`config.mk`:
```
export PLATFORM = sky130hd
export DESIGN_NAME = csd_result
export DESIGN_NICKNAME = d
export VERILOG_FILES = /design/src/rtl/csd_pkg.sv /design/src/rtl/csd_result.sv
export SDC_FILE = /design/constraint.sdc
export NUM_CORES = 1
export LEC_CHECK = 0
export ABC_AREA = 0
export BUFFER_PORTS_ARGS = -buffer_cell sky130_fd_sc_hd__clkbuf_2
export CAP_MARGIN = 20
export CORE_UTILIZATION = 46
export DETAILED_ROUTE_END_ITERATION = 16
export PLACE_DENSITY_LB_ADDON = 0.05
export SYNTH_ARGS = -nofsm -noshare
export SYNTH_HDL_FRONTEND = slang
export SYNTH_SLANG_ARGS = --single-unit
```
`constraint.sdc`:
```
create_clock -name i_clk -period 4.7 [get_ports i_clk]
set_input_delay 0.47 -clock i_clk [delete_from_list [all_inputs] [get_ports i_clk]]
set_output_delay 0.47 -clock i_clk [all_outputs]
set_load 0.05 [all_outputs]
```
`src/rtl/csd_pkg.sv`:
```
`timescale 1ns / 1ps
// Package: constants, register codes and the stage record of the star detector.
package csd_pkg;

    // Default frame limits.
    localparam int CSD_MAX_COLS = 1024;
    localparam int CSD_MAX_ROWS = 4096;

    // Fixed field widths.
    localparam int PIX_W      = 8;
    localparam int SUM_W      = 11;
    localparam int ROWS_CFG_W = 13;
    localparam int COLS_CFG_W = 11;
    localparam int CFG_DATA_W = 13;
    localparam int CFG_IDX_W  = 2;

    typedef logic [PIX_W-1:0] t_pix;
    typedef logic [SUM_W-1:0] t_sum;

    localparam t_sum THRESH_RESET = 11'd30;

    // Configuration register indexes.
    typedef enum logic [CFG_IDX_W-1:0] {
        CFG_NUM_ROWS      = 2'd0,
        CFG_NUM_COLS      = 2'd1,
        CFG_SUM_THRESHOLD = 2'd2
    } t_cfg_reg;

    // Result slots of one item, in output order.
    localparam int NUM_SLOTS   = 3;
    localparam int SLOT_UPPER  = 0;  // pixel one row up, same column
    localparam int SLOT_PREV   = 1;  // last row, previous column
    localparam int SLOT_FINAL  = 2;  // last pixel of the frame

    // Operands of one item, already masked at the image border.
    typedef struct packed {
        logic [NUM_SLOTS-1:0] slot_vld;
        t_pix                 x;
        t_pix                 a_up;
        t_pix                 a_ctr;
        t_pix                 a_left;
        t_pix                 a_right;
        t_pix                 b_up;
        t_pix                 b_mid;
        t_pix                 b_left;
        t_pix                 c_up;
        t_pix                 c_left;
    } t_stage;

endpackage

```
`src/rtl/csd_result.sv`:
```
`timescale 1ns / 1ps
// Stencil sums, threshold compare and the result register of the star detector.
module csd_result
    import csd_pkg::*;
(
    input  logic   i_clk,
    input  logic   i_rst_n,
    input  t_sum   i_threshold,
    input  logic   i_s1_vld,
    input  t_stage i_s1,
    output logic   o_s1_take,
    output logic   o_out_valid,
    input  logic   i_out_ready,
    output logic   o_is_star,
    output logic   o_last_of_run,
    output logic   o_end_of_frame
);

    t_sum                 sum_a, sum_b, sum_c;
    logic [NUM_SLOTS-1:0] star, r_star;
    logic [NUM_SLOTS-1:0] r_mask, n_mask, head_oh, rest;
    logic                 pop, can_load, load;

    // Five-point sums; border operands arrive as zero.
    always_comb begin
        sum_a = t_sum'(i_s1.a_up) + t_sum'(i_s1.a_ctr) + t_sum'(i_s1.x)
              + t_sum'(i_s1.a_left) + t_sum'(i_s1.a_right);
        sum_b = t_sum'(i_s1.b_up) + t_sum'(i_s1.b_mid) + t_sum'(i_s1.x)
              + t_sum'(i_s1.b_left);
        sum_c = t_sum'(i_s1.c_up) + t_sum'(i_s1.x) + t_sum'(i_s1.c_left);
        star[SLOT_UPPER] = sum_a > i_threshold;
        star[SLOT_PREV]  = sum_b > i_threshold;
        star[SLOT_FINAL] = sum_c > i_threshold;
    end

    // The lowest pending slot is shown first.
    always_comb begin
        head_oh        = r_mask & (~r_mask + NUM_SLOTS'(1));
        rest           = r_mask & ~head_oh;
        o_out_valid    = |r_mask;
        o_is_star      = |(head_oh & r_star);
        o_last_of_run  = rest == '0;
        o_end_of_frame = head_oh[SLOT_FINAL];
    end

    // A new item loads once the last pending result leaves.
    always_comb begin
        pop       = o_out_valid && i_out_ready;
        can_load  = !o_out_valid || (pop && (rest == '0));
        o_s1_take = i_s1_vld && ((i_s1.slot_vld == '0) || can_load);
        load      = o_s1_take && (i_s1.slot_vld != '0);
        priority if (load) begin
            n_mask = i_s1.slot_vld;
        end else if (pop) begin
            n_mask = rest;
        end else begin
            n_mask = r_mask;
        end
    end

    always_ff @(posedge i_clk) begin
        if (!i_rst_n) begin
            r_mask <= '0;
        end else begin
            r_mask <= n_mask;
        end
    end

    always_ff @(posedge i_clk) begin
        if (load) begin
            r_star <= star;
        end
    end

endmodule

```
==> flow_summary.json <==
{
  "syn_to_final_growth_pct": 20.8,
  "nNetsFinal": 688,
  "clk_pin_slew_ns": 0.04,
  "synthTopCellsByArea": "fa_1 (30%), ha_1 (22%), inv_1 (13%)",
  "worstHoldPathType": "primary input to flip-flop",
  "hold_buffers": 0,
  "cts_tree": "done",
  "vias": 2787,
  "drt-total-wl_mm": 6.52,
  "fmax_mhz": 228,
  "first_pass_iters": 4,
  "dp.cells": 575,
  "synthTopCellsByCount": "inv_1 (110), ha_1 (58), fa_1 (48)",
  "synth_compound_area_frac": 0.155,
  "dp_hpwl_mm": 6.17,
  "fin_cells": 579,
  "insertion_delay_ns": 0.23,
  "synth_xor_area_frac": 0.0486,
  "multi_input_area_um2": 2680,
  "die-area_um2": 7400,
  "grt_usage": 0.192,
  "ys_warn_count": 0,
  "syn_area_per_cell_um2": 8.56,
  "p_switching_uw": 703,
  "netlist_instances": 379,
  "h-tree-depth": 1,
  "p_sw_frac": 0.499,
  "synth_top_area_cell": "fa_1",
  "drv_cap": 0,
  "p_seq_frac": 0.053,
  "drtAntennaViolNets": 0,
  "synth-adder-area-share": 0.520,
  "cp-start-kind": "primary input",
  "async_flop_share": 0,
  "synth.most_common_cell": "inv_1",
  "io_buffers": 102,
  "rsz0062_at_grt": "false",
  "fillCellCount": 676,
  "worst_pin_slew_ns": 0.375,
  "min_period_ns": 4.39,
  "initial_core_util": 0.478,
  "hold_ws_ns": 0.502,
  "synth.distinct_cells": 45,
  "num_rows": 30,
  "ir_worst_vdd_uv": 167,
  "utilization": 0.577,
  "muxShareOfSynthArea": 0.00308,
  "synthFlopType": "edfxtp_1",
  "syn-cell-area_um2": 3250,
  "slew_headroom": 0.750,
  "num_antenna_cells": 0,
  "via_per_inst": 4.81,
  "drt-initial-drc-count": 69,
  "ys_seq_area_frac": 0.0463,
  "antenna_found_initial": 0,
  "critPathArrivalTime_ns": 4.35,
  "critical-path-max-stage-delay_ns": 0.53,
  "clockPowerShare": 0.060,
  "crit_type": "primary input to flip-flop",
  "synthesis.nets": 583,
  "drive_gt1_frac": 0.230,
  "synth.top_cell.area_share": 0.296,
  "finalSetupTns_ns": 0,
  "grt_overflow": 0,
  "drc_errors": 0,
  "cts_max_path_buffers": 2,
  "ys_ff_latch": 6,
  "status": "finished clean",
  "final_max_slew_viol_count": 0,
  "root_buffer": "clkbuf_8",
  "cp.required_ns": 4.66,
  "cts_buffers": 3,
  "cts_sinks": 6,
  "grt_max_degree": 10,
  "die_y_um": 86,
  "endpoint_kind": "flip-flop",
  "die-width_um": 86,
  "setup_viol": 0,
  "grt_pass1_wl_mm": 11.4,
  "total_power_mw": 1.41,
  "slowest_stage": "fa_1",
  "finalClockSkew_ns": 0.00656,
  "finalCritPeriodShare": 0.934,
  "synth_top_family_by_area": "adder cells",
  "coreArea_um2": 6790,
  "cp_cell_sequence": "clkbuf_2, inv_1, fa_1, inv_1, fa_1, inv_1, fa_1, inv_1, ha_1, a211oi_2, o21bai_1, a21oi_1, xnor2_1, ha_1, a2111oi_1, a211o_1, a31oi_1",
  "p_comb_frac": 0.887,
  "grt_pass1_vias": 2627,
  "leakage_nw": 2.21,
  "powerDensity_nw_per_um2": 359,
  "hold_violations": 0,
  "internal_power_uw": 706,
  "register_area_um2": 150,
  "place_congestion": 0.870,
  "path_max_fanout": 4,
  "wl_per_cell_um": 11.3,
  "ios": 103,
  "cpMostUsedCell": "inv_1",
  "synth-edff-count": 3,
  "synth_simple_gate_area_frac": 0.0975
}
-- what timing repair did --
item,4_1_cts,5_1_grt
hold endpoints to repair,0,0
setup endpoints to repair,0,1
gates resized for setup,0,3
setup buffers,0,0
-- state kept, by name (all words and copies together) (netlist names) --
| signal | flops |
|---|---|
| r_mask | 3 |
| r_star | 3 |
-- critical path, delay by kind of cell --
family	cells	cell delay, ns
adder cells (fa/ha/maj)	5	2.13
XOR/XNOR	1	0.14
buffers and inverters	5	0.28
AO/OA/AOI/OAI	6	1.32
-- metrics by stage --
stage	cell area, µm²	setup WS, ns
2_1_floorplan	3250	0.410
5_1_grt	3920	0.0563
6_report	3920	0.312
3_3_place_gp	3870	0.157
3_5_place_dp	3870	0.0143
4_1_cts	3910	0.249
-- layout by cell type (no fill, tap or decap), drive strengths merged, types with 5 or more instances in the layout --
cell type / instances
o21ai: 13
nand2: 12
nor2b: 5
o211ai: 5
fa: 48
inv: 110
nand4: 6
a21o: 5
a211oi: 9
xnor2: 12
nand3: 7
ha: 58
xor2: 6
a21oi: 15
clkbuf: 106
nor2: 16
o21a: 6
nor3: 5
-- final cells by class --
type | count | share of cell area
timing repair buffer | 102 | 0.130
multi-input combinational | 261 | 0.684
tap | 96 | 0.0306
clock buffer | 4 | 0.0115
inverter | 110 | 0.105
sequential | 6 | 0.0383
-- cell families (layout without fill, tap and decap cells) --
logic type	Yosys count	in the layout
AO/OA/AOI/OAI	73	73
buffers and inverters	112	216
adder cells (fa/ha/maj)	106	106
XOR/XNOR	18	18
multiplexers	1	1
AND/OR/NAND/NOR	63	63
flip-flops	6	6
-- layer usage --
metal	GRT usage	wire, µm
met3	0.0115	338
met1	0.262	3030
met5	0	0
met4	0.0545	125
met2	0.329	3020
-- worst paths after layout --
kind,startpoint,end,cells after the start,slack (ns)
worst max-delay path,i_s1[42],r_star[0]$_DFFE_PP_,17,0.31
worst min-delay path,i_s1[81],r_mask[1]$_SDFFE_PN0P_,3,0.50
worst max register to register,r_mask[1]$_SDFFE_PN0P_,r_star[0]$_DFFE_PP_,5,3.23
worst min register to register,r_mask[0]$_SDFFE_PN0P_,r_mask[0]$_SDFFE_PN0P_,2,0.59
-- power groups by stage --
stage	clock network [mW]	logic [mW]	registers (mW)
2_1_floorplan	0	0.957	0.0709
3_3_place_gp	0	1.20	0.0750
3_5_place_dp	0	1.22	0.0753
4_1_cts	0.0869	1.23	0.0744
5_1_grt	0.0912	1.45	0.0751
6_report	0.0844	1.25	0.0742
Note: power is estimated with default switching activity, not from simulation.
