`src/rtl/csd_pkg.sv`:
```
`timescale 1ns / 1ps
// Package: constants, register codes and the stage record of the star detector.
package csd_pkg;

    // Default frame limits.
    localparam int CSD_MAX_COLS = 1024;
    localparam int CSD_MAX_ROWS = 4096;

    // Fixed field widths.
    localparam int PIX_W      = 8;
    localparam int SUM_W      = 11;
    localparam int ROWS_CFG_W = 13;
    localparam int COLS_CFG_W = 11;
    localparam int CFG_DATA_W = 13;
    localparam int CFG_IDX_W  = 2;

    typedef logic [PIX_W-1:0] t_pix;
    typedef logic [SUM_W-1:0] t_sum;

    localparam t_sum THRESH_RESET = 11'd30;

    // Configuration register indexes.
    typedef enum logic [CFG_IDX_W-1:0] {
        CFG_NUM_ROWS      = 2'd0,
        CFG_NUM_COLS      = 2'd1,
        CFG_SUM_THRESHOLD = 2'd2
    } t_cfg_reg;

    // Result slots of one item, in output order.
    localparam int NUM_SLOTS   = 3;
    localparam int SLOT_UPPER  = 0;  // pixel one row up, same column
    localparam int SLOT_PREV   = 1;  // last row, previous column
    localparam int SLOT_FINAL  = 2;  // last pixel of the frame

    // Operands of one item, already masked at the image border.
    typedef struct packed {
        logic [NUM_SLOTS-1:0] slot_vld;
        t_pix                 x;
        t_pix                 a_up;
        t_pix                 a_ctr;
        t_pix                 a_left;
        t_pix                 a_right;
        t_pix                 b_up;
        t_pix                 b_mid;
        t_pix                 b_left;
        t_pix                 c_up;
        t_pix                 c_left;
    } t_stage;

endpackage

```
`src/rtl/csd_cfg.sv`:
```
`timescale 1ns / 1ps
// Configuration registers of the star detector, with row and column clamping.
module csd_cfg
    import csd_pkg::*;
#(
    parameter int MAX_COLS = CSD_MAX_COLS,
    parameter int MAX_ROWS = CSD_MAX_ROWS,
    localparam int RNUM_W  = $clog2(MAX_ROWS + 1),
    localparam int CNUM_W  = $clog2(MAX_COLS + 1)
) (
    input  logic                  i_clk,
    input  logic                  i_rst_n,
    input  logic                  i_cfg_we,
    input  logic [CFG_IDX_W-1:0]  i_cfg_idx,
    input  logic [CFG_DATA_W-1:0] i_cfg_data,
    output logic [RNUM_W-1:0]     o_rows_eff,
    output logic [CNUM_W-1:0]     o_cols_eff,
    output t_sum                  o_threshold,
    output logic                  o_cfg_hold
);

    logic [RNUM_W-1:0] r_rows, n_rows, rows_new;
    logic [CNUM_W-1:0] r_cols, n_cols, cols_new;
    t_sum              r_thr, n_thr;
    logic              r_hold;
    logic [31:0]       v_rows, v_cols;

    // Zero acts as one, anything above the limit acts as the limit.
    always_comb begin
        v_rows = 32'(i_cfg_data[ROWS_CFG_W-1:0]);
        v_cols = 32'(i_cfg_data[COLS_CFG_W-1:0]);
        if (v_rows == 32'd0) begin
            rows_new = RNUM_W'(1);
        end else if (v_rows > 32'(MAX_ROWS)) begin
            rows_new = RNUM_W'(MAX_ROWS);
        end else begin
            rows_new = RNUM_W'(v_rows);
        end
        if (v_cols == 32'd0) begin
            cols_new = CNUM_W'(1);
        end else if (v_cols > 32'(MAX_COLS)) begin
            cols_new = CNUM_W'(MAX_COLS);
        end else begin
            cols_new = CNUM_W'(v_cols);
        end
    end

    // Register write decode.
    always_comb begin
        n_rows = r_rows;
        n_cols = r_cols;
        n_thr  = r_thr;
        if (i_cfg_we) begin
            unique case (t_cfg_reg'(i_cfg_idx))
                CFG_NUM_ROWS: begin
                    n_rows = rows_new;
                end
                CFG_NUM_COLS: begin
                    n_cols = cols_new;
                end
                CFG_SUM_THRESHOLD: begin
                    n_thr = i_cfg_data[SUM_W-1:0];
                end
                default: begin
                end
            endcase
        end
    end

    // The hold flag covers the read-ahead of the line buffers after reset
    // and after any write, since the geometry may have moved the position.
    always_ff @(posedge i_clk) begin
        if (!i_rst_n) begin
            r_rows <= RNUM_W'(1);
            r_cols <= CNUM_W'(1);
            r_thr  <= THRESH_RESET;
            r_hold <= 1'b1;
        end else begin
            r_rows <= n_rows;
            r_cols <= n_cols;
            r_thr  <= n_thr;
            r_hold <= i_cfg_we;
        end
    end

    assign o_rows_eff  = r_rows;
    assign o_cols_eff  = r_cols;
    assign o_threshold = r_thr;
    assign o_cfg_hold  = r_hold || i_cfg_we;

endmodule

```
`config.mk`:
```
export PLATFORM = sky130hd
export DESIGN_NAME = csd_cfg
export DESIGN_NICKNAME = d
export VERILOG_FILES = /design/src/rtl/csd_pkg.sv /design/src/rtl/csd_cfg.sv
export SDC_FILE = /design/constraint.sdc
export NUM_CORES = 1
export LEC_CHECK = 0
export BUFFER_PORTS_ARGS = -buffer_cell sky130_fd_sc_hd__buf_2
export CAP_MARGIN = 20
export CORE_MARGIN = 2
export CORE_UTILIZATION = 30
export DETAILED_ROUTE_END_ITERATION = 7
export PLACE_DENSITY = 0.5
export REMOVE_ABC_BUFFERS = 1
export SKIP_LAST_GASP = 1
export SYNTH_ARGS = -nofsm -noshare
export SYNTH_HDL_FRONTEND = slang
export SYNTH_SLANG_ARGS = --single-unit
```
`constraint.sdc`:
```
create_clock -name i_clk -period 2 [get_ports i_clk]
set_clock_uncertainty 0.15 [all_clocks]
set_input_delay 0 -clock i_clk [delete_from_list [all_inputs] [get_ports i_clk]]
set_output_delay 0 -clock i_clk [all_outputs]
set_load 0.02 [all_outputs]
```
==> results.sh <==
export IMPL_grt_pass1_wl_um=6299
export IMPL_drt_iter0_drc=70
export IMPL_core_mm2=0.004692
export IMPL_start_util_pct=31.01
export IMPL_wl_um=3939
export IMPL_boundaryPins=54
export IMPL_grt_antenna_before_repair=0
export IMPL_slew_viol_final=0
export IMPL_cp_end_kind="flop"
export IMPL_num_rows=25
export IMPL_dp_hpwl_um=2881
export IMPL_hp_start="o_threshold[10]"
export IMPL_ctsResizeCount=0
export IMPL_synth_top_area_cell="dfxtp_1"
export IMPL_syn_inst=156
export IMPL_gp_congestion=0.8170
export IMPL_synth_area_mm2=0.001455
export IMPL_power_static_leakage_nw=0.8696
export IMPL_clk_path_buf_depth=2
export IMPL_hold_viol=0
export IMPL_cp_arrival_ps=1800
export IMPL_wire_per_inst_um=14.02
export IMPL_grt_remaining_overflow=0
export IMPL_period_share_pct=86.66
export IMPL_yosysMostFrequentCell="nand2_1"
export IMPL_cts_tree="done"
export IMPL_syn2layout_area_growth_pct=40.67
export IMPL_critical_path_class="primary input to flop"
export IMPL_power_density_mw_per_mm2=771.2
export IMPL_ctsHoldBuffers=19
export IMPL_status="finished, final reports clean"
export IMPL_critPathRequiredTime_ps=2060
export IMPL_slew_headroom_pct=57.29
export IMPL_vdd_drop_max_mv=0.3049
export IMPL_power_total_mw=1.579
export IMPL_synth_area_leaders="dfxtp_1 50%, nand2_1 12%, o2bb2ai_1 8.4%"
export IMPL_fill_cells=468
export IMPL_antenna_cells=0
export IMPL_r2r_start="o_rows_eff[12]"
export IMPL_drive_gt1_share_pct=29.96
export IMPL_clk_latency_ps=290
export IMPL_grt_max_degree=27
export IMPL_synthFlopType="dfxtp_1"
export IMPL_setup_viol=0
export IMPL_fin_crit_ps=1733
export IMPL_max_cap_viol_count=0
export IMPL_synth_avg_cell_area_um2=9.328
export IMPL_port_buffers=53
export IMPL_grt_use_total_pct=15.32
export IMPL_fin_nets=244
export IMPL_via_per_inst=4.797
export IMPL_via_count=1348
export IMPL_startpoint="i_cfg_idx[1]"
export IMPL_die_height_um=73.65
export IMPL_rsz0062_at_grt="false"
export IMPL_cts_sinks=36
export IMPL_hold_class="flop to flop"
export IMPL_die_width_um=73.65
export IMPL_ys_ff_latch=36
export IMPL_yosysWarnings=0
export IMPL_clock_fmax_mhz=577.0
export IMPL_worst_pin_slew_ps=637.7
export IMPL_cts_htree_levels=2
export IMPL_synth_enable_flop_cells=0
export IMPL_synth_top_area_share_pct=49.53
export IMPL_path_max_fanout=7
export IMPL_tns_ps=0
export IMPL_ys_types=31
export IMPL_start_kind="primary input"
export IMPL_synth_common_cells="46 x nand2_1, 36 x dfxtp_1, 14 x o2bb2ai_1"
export IMPL_root_buffer="clkbuf_8"
export IMPL_drc=0
export IMPL_ys_seq_area_share_pct=49.53
export IMPL_die_area_mm2=0.005424
export IMPL_cts_made_buffers=5
export IMPL_path_clk_slew_ps=70
export IMPL_drt_pass1_iterations=4
export IMPL_first_global_vias=1349
export IMPL_drtAntennaViolNets=0
export IMPL_async_flop_share_pct=0
export IMPL_cts_setup_buffers=0
critical path: stages:
cell,delay [ps]
dlygate4sd3_1,540
buf_2,160
nor3b_2,320
nand2_1,90
dlygate4sd3_1,570
a21boi_1,130
registers in the layout, indices dropped and copies added, names as in the netlist:
| signal | flops |
|---|---|
| o_cols_eff | 11 |
| r_hold | 1 |
| o_rows_eff | 13 |
| o_threshold | 11 |
power breakdown:
group	internal (mW)	switching, mW
Clock	0.369	0.267
Combinational	0.0821	0.113
Sequential	0.738	0.0101
Total	1.19	0.390
layout by cell type, fill, tap and decap left out, types with 2 or more instances in the layout:
| cell type | instances |
|---|---|
| nor4_4 | 2 |
| buf_2 | 53 |
| inv_1 | 2 |
| dfxtp_1 | 36 |
| dlygate4sd3_1 | 19 |
| nand2_1 | 46 |
| a21boi_0 | 4 |
| o2bb2ai_1 | 14 |
| a41oi_1 | 2 |
| or3b_1 | 2 |
| nand3b_1 | 3 |
| clkbuf_8 | 5 |
| nor2b_1 | 2 |
| nand3_1 | 8 |
| a21boi_1 | 10 |
final timing paths:
kind | end | slack [ps] | depth (start not counted)
worst max-delay path | o_rows_eff[12] | 270 | 6
worst min-delay path | o_threshold[10] | 300 | 2
worst max register to register | o_rows_eff[12] | 1230 | 2
worst min register to register | o_threshold[10] | 300 | 2
cell families (layout without fill, tap and decap cells):
family                 after synthesis  in the layout  share of synthesized area, %
AO/OA/AOI/OAI                       34             34                         19.26
buffers and inverters               12             83                         3.956
AND/OR/NAND/NOR                     73             73                         26.57
multiplexers                         1              1                        0.6879
flip-flops                          36             36                         49.53
through the flow:
stage	instances	util [%]	hold WS [ps]	cell area, µm²	setup slack, ps
finish	281	43.63	301.9	2047	266.8
global route	281	43.63	332.0	2047	181.0
CTS	281	43.63	305.4	2047	258.8
detailed placement	254	37.20	155.6	1745	646.5
global placement	254	37.20	133.3	1745	663.2
floorplan	146	-	-78.17	1405	903.9
routing by layer:
layer  vias to the layer above  part of all wire, %  track usage (%)
li1                        687                    -                -
met1                       615                   45            18.45
met2                        38                   48            25.69
met3                         8                  4.4            3.841
met4                         0                  2.0            6.667
met5                         -                    0                0
cell type report:
cell class,count,area (µm²),area share [%]
flip-flops and latches,36,720.7,35.21
multi-input cells,108,676.9,33.07
repair buffers,73,462.9,22.62
clock buffers,5,68.82,3.362
well taps,54,67.56,3.301
clock inverters,3,42.54,2.078
inverters,2,7.507,0.3667
Power figures use the tool's default switching activity.
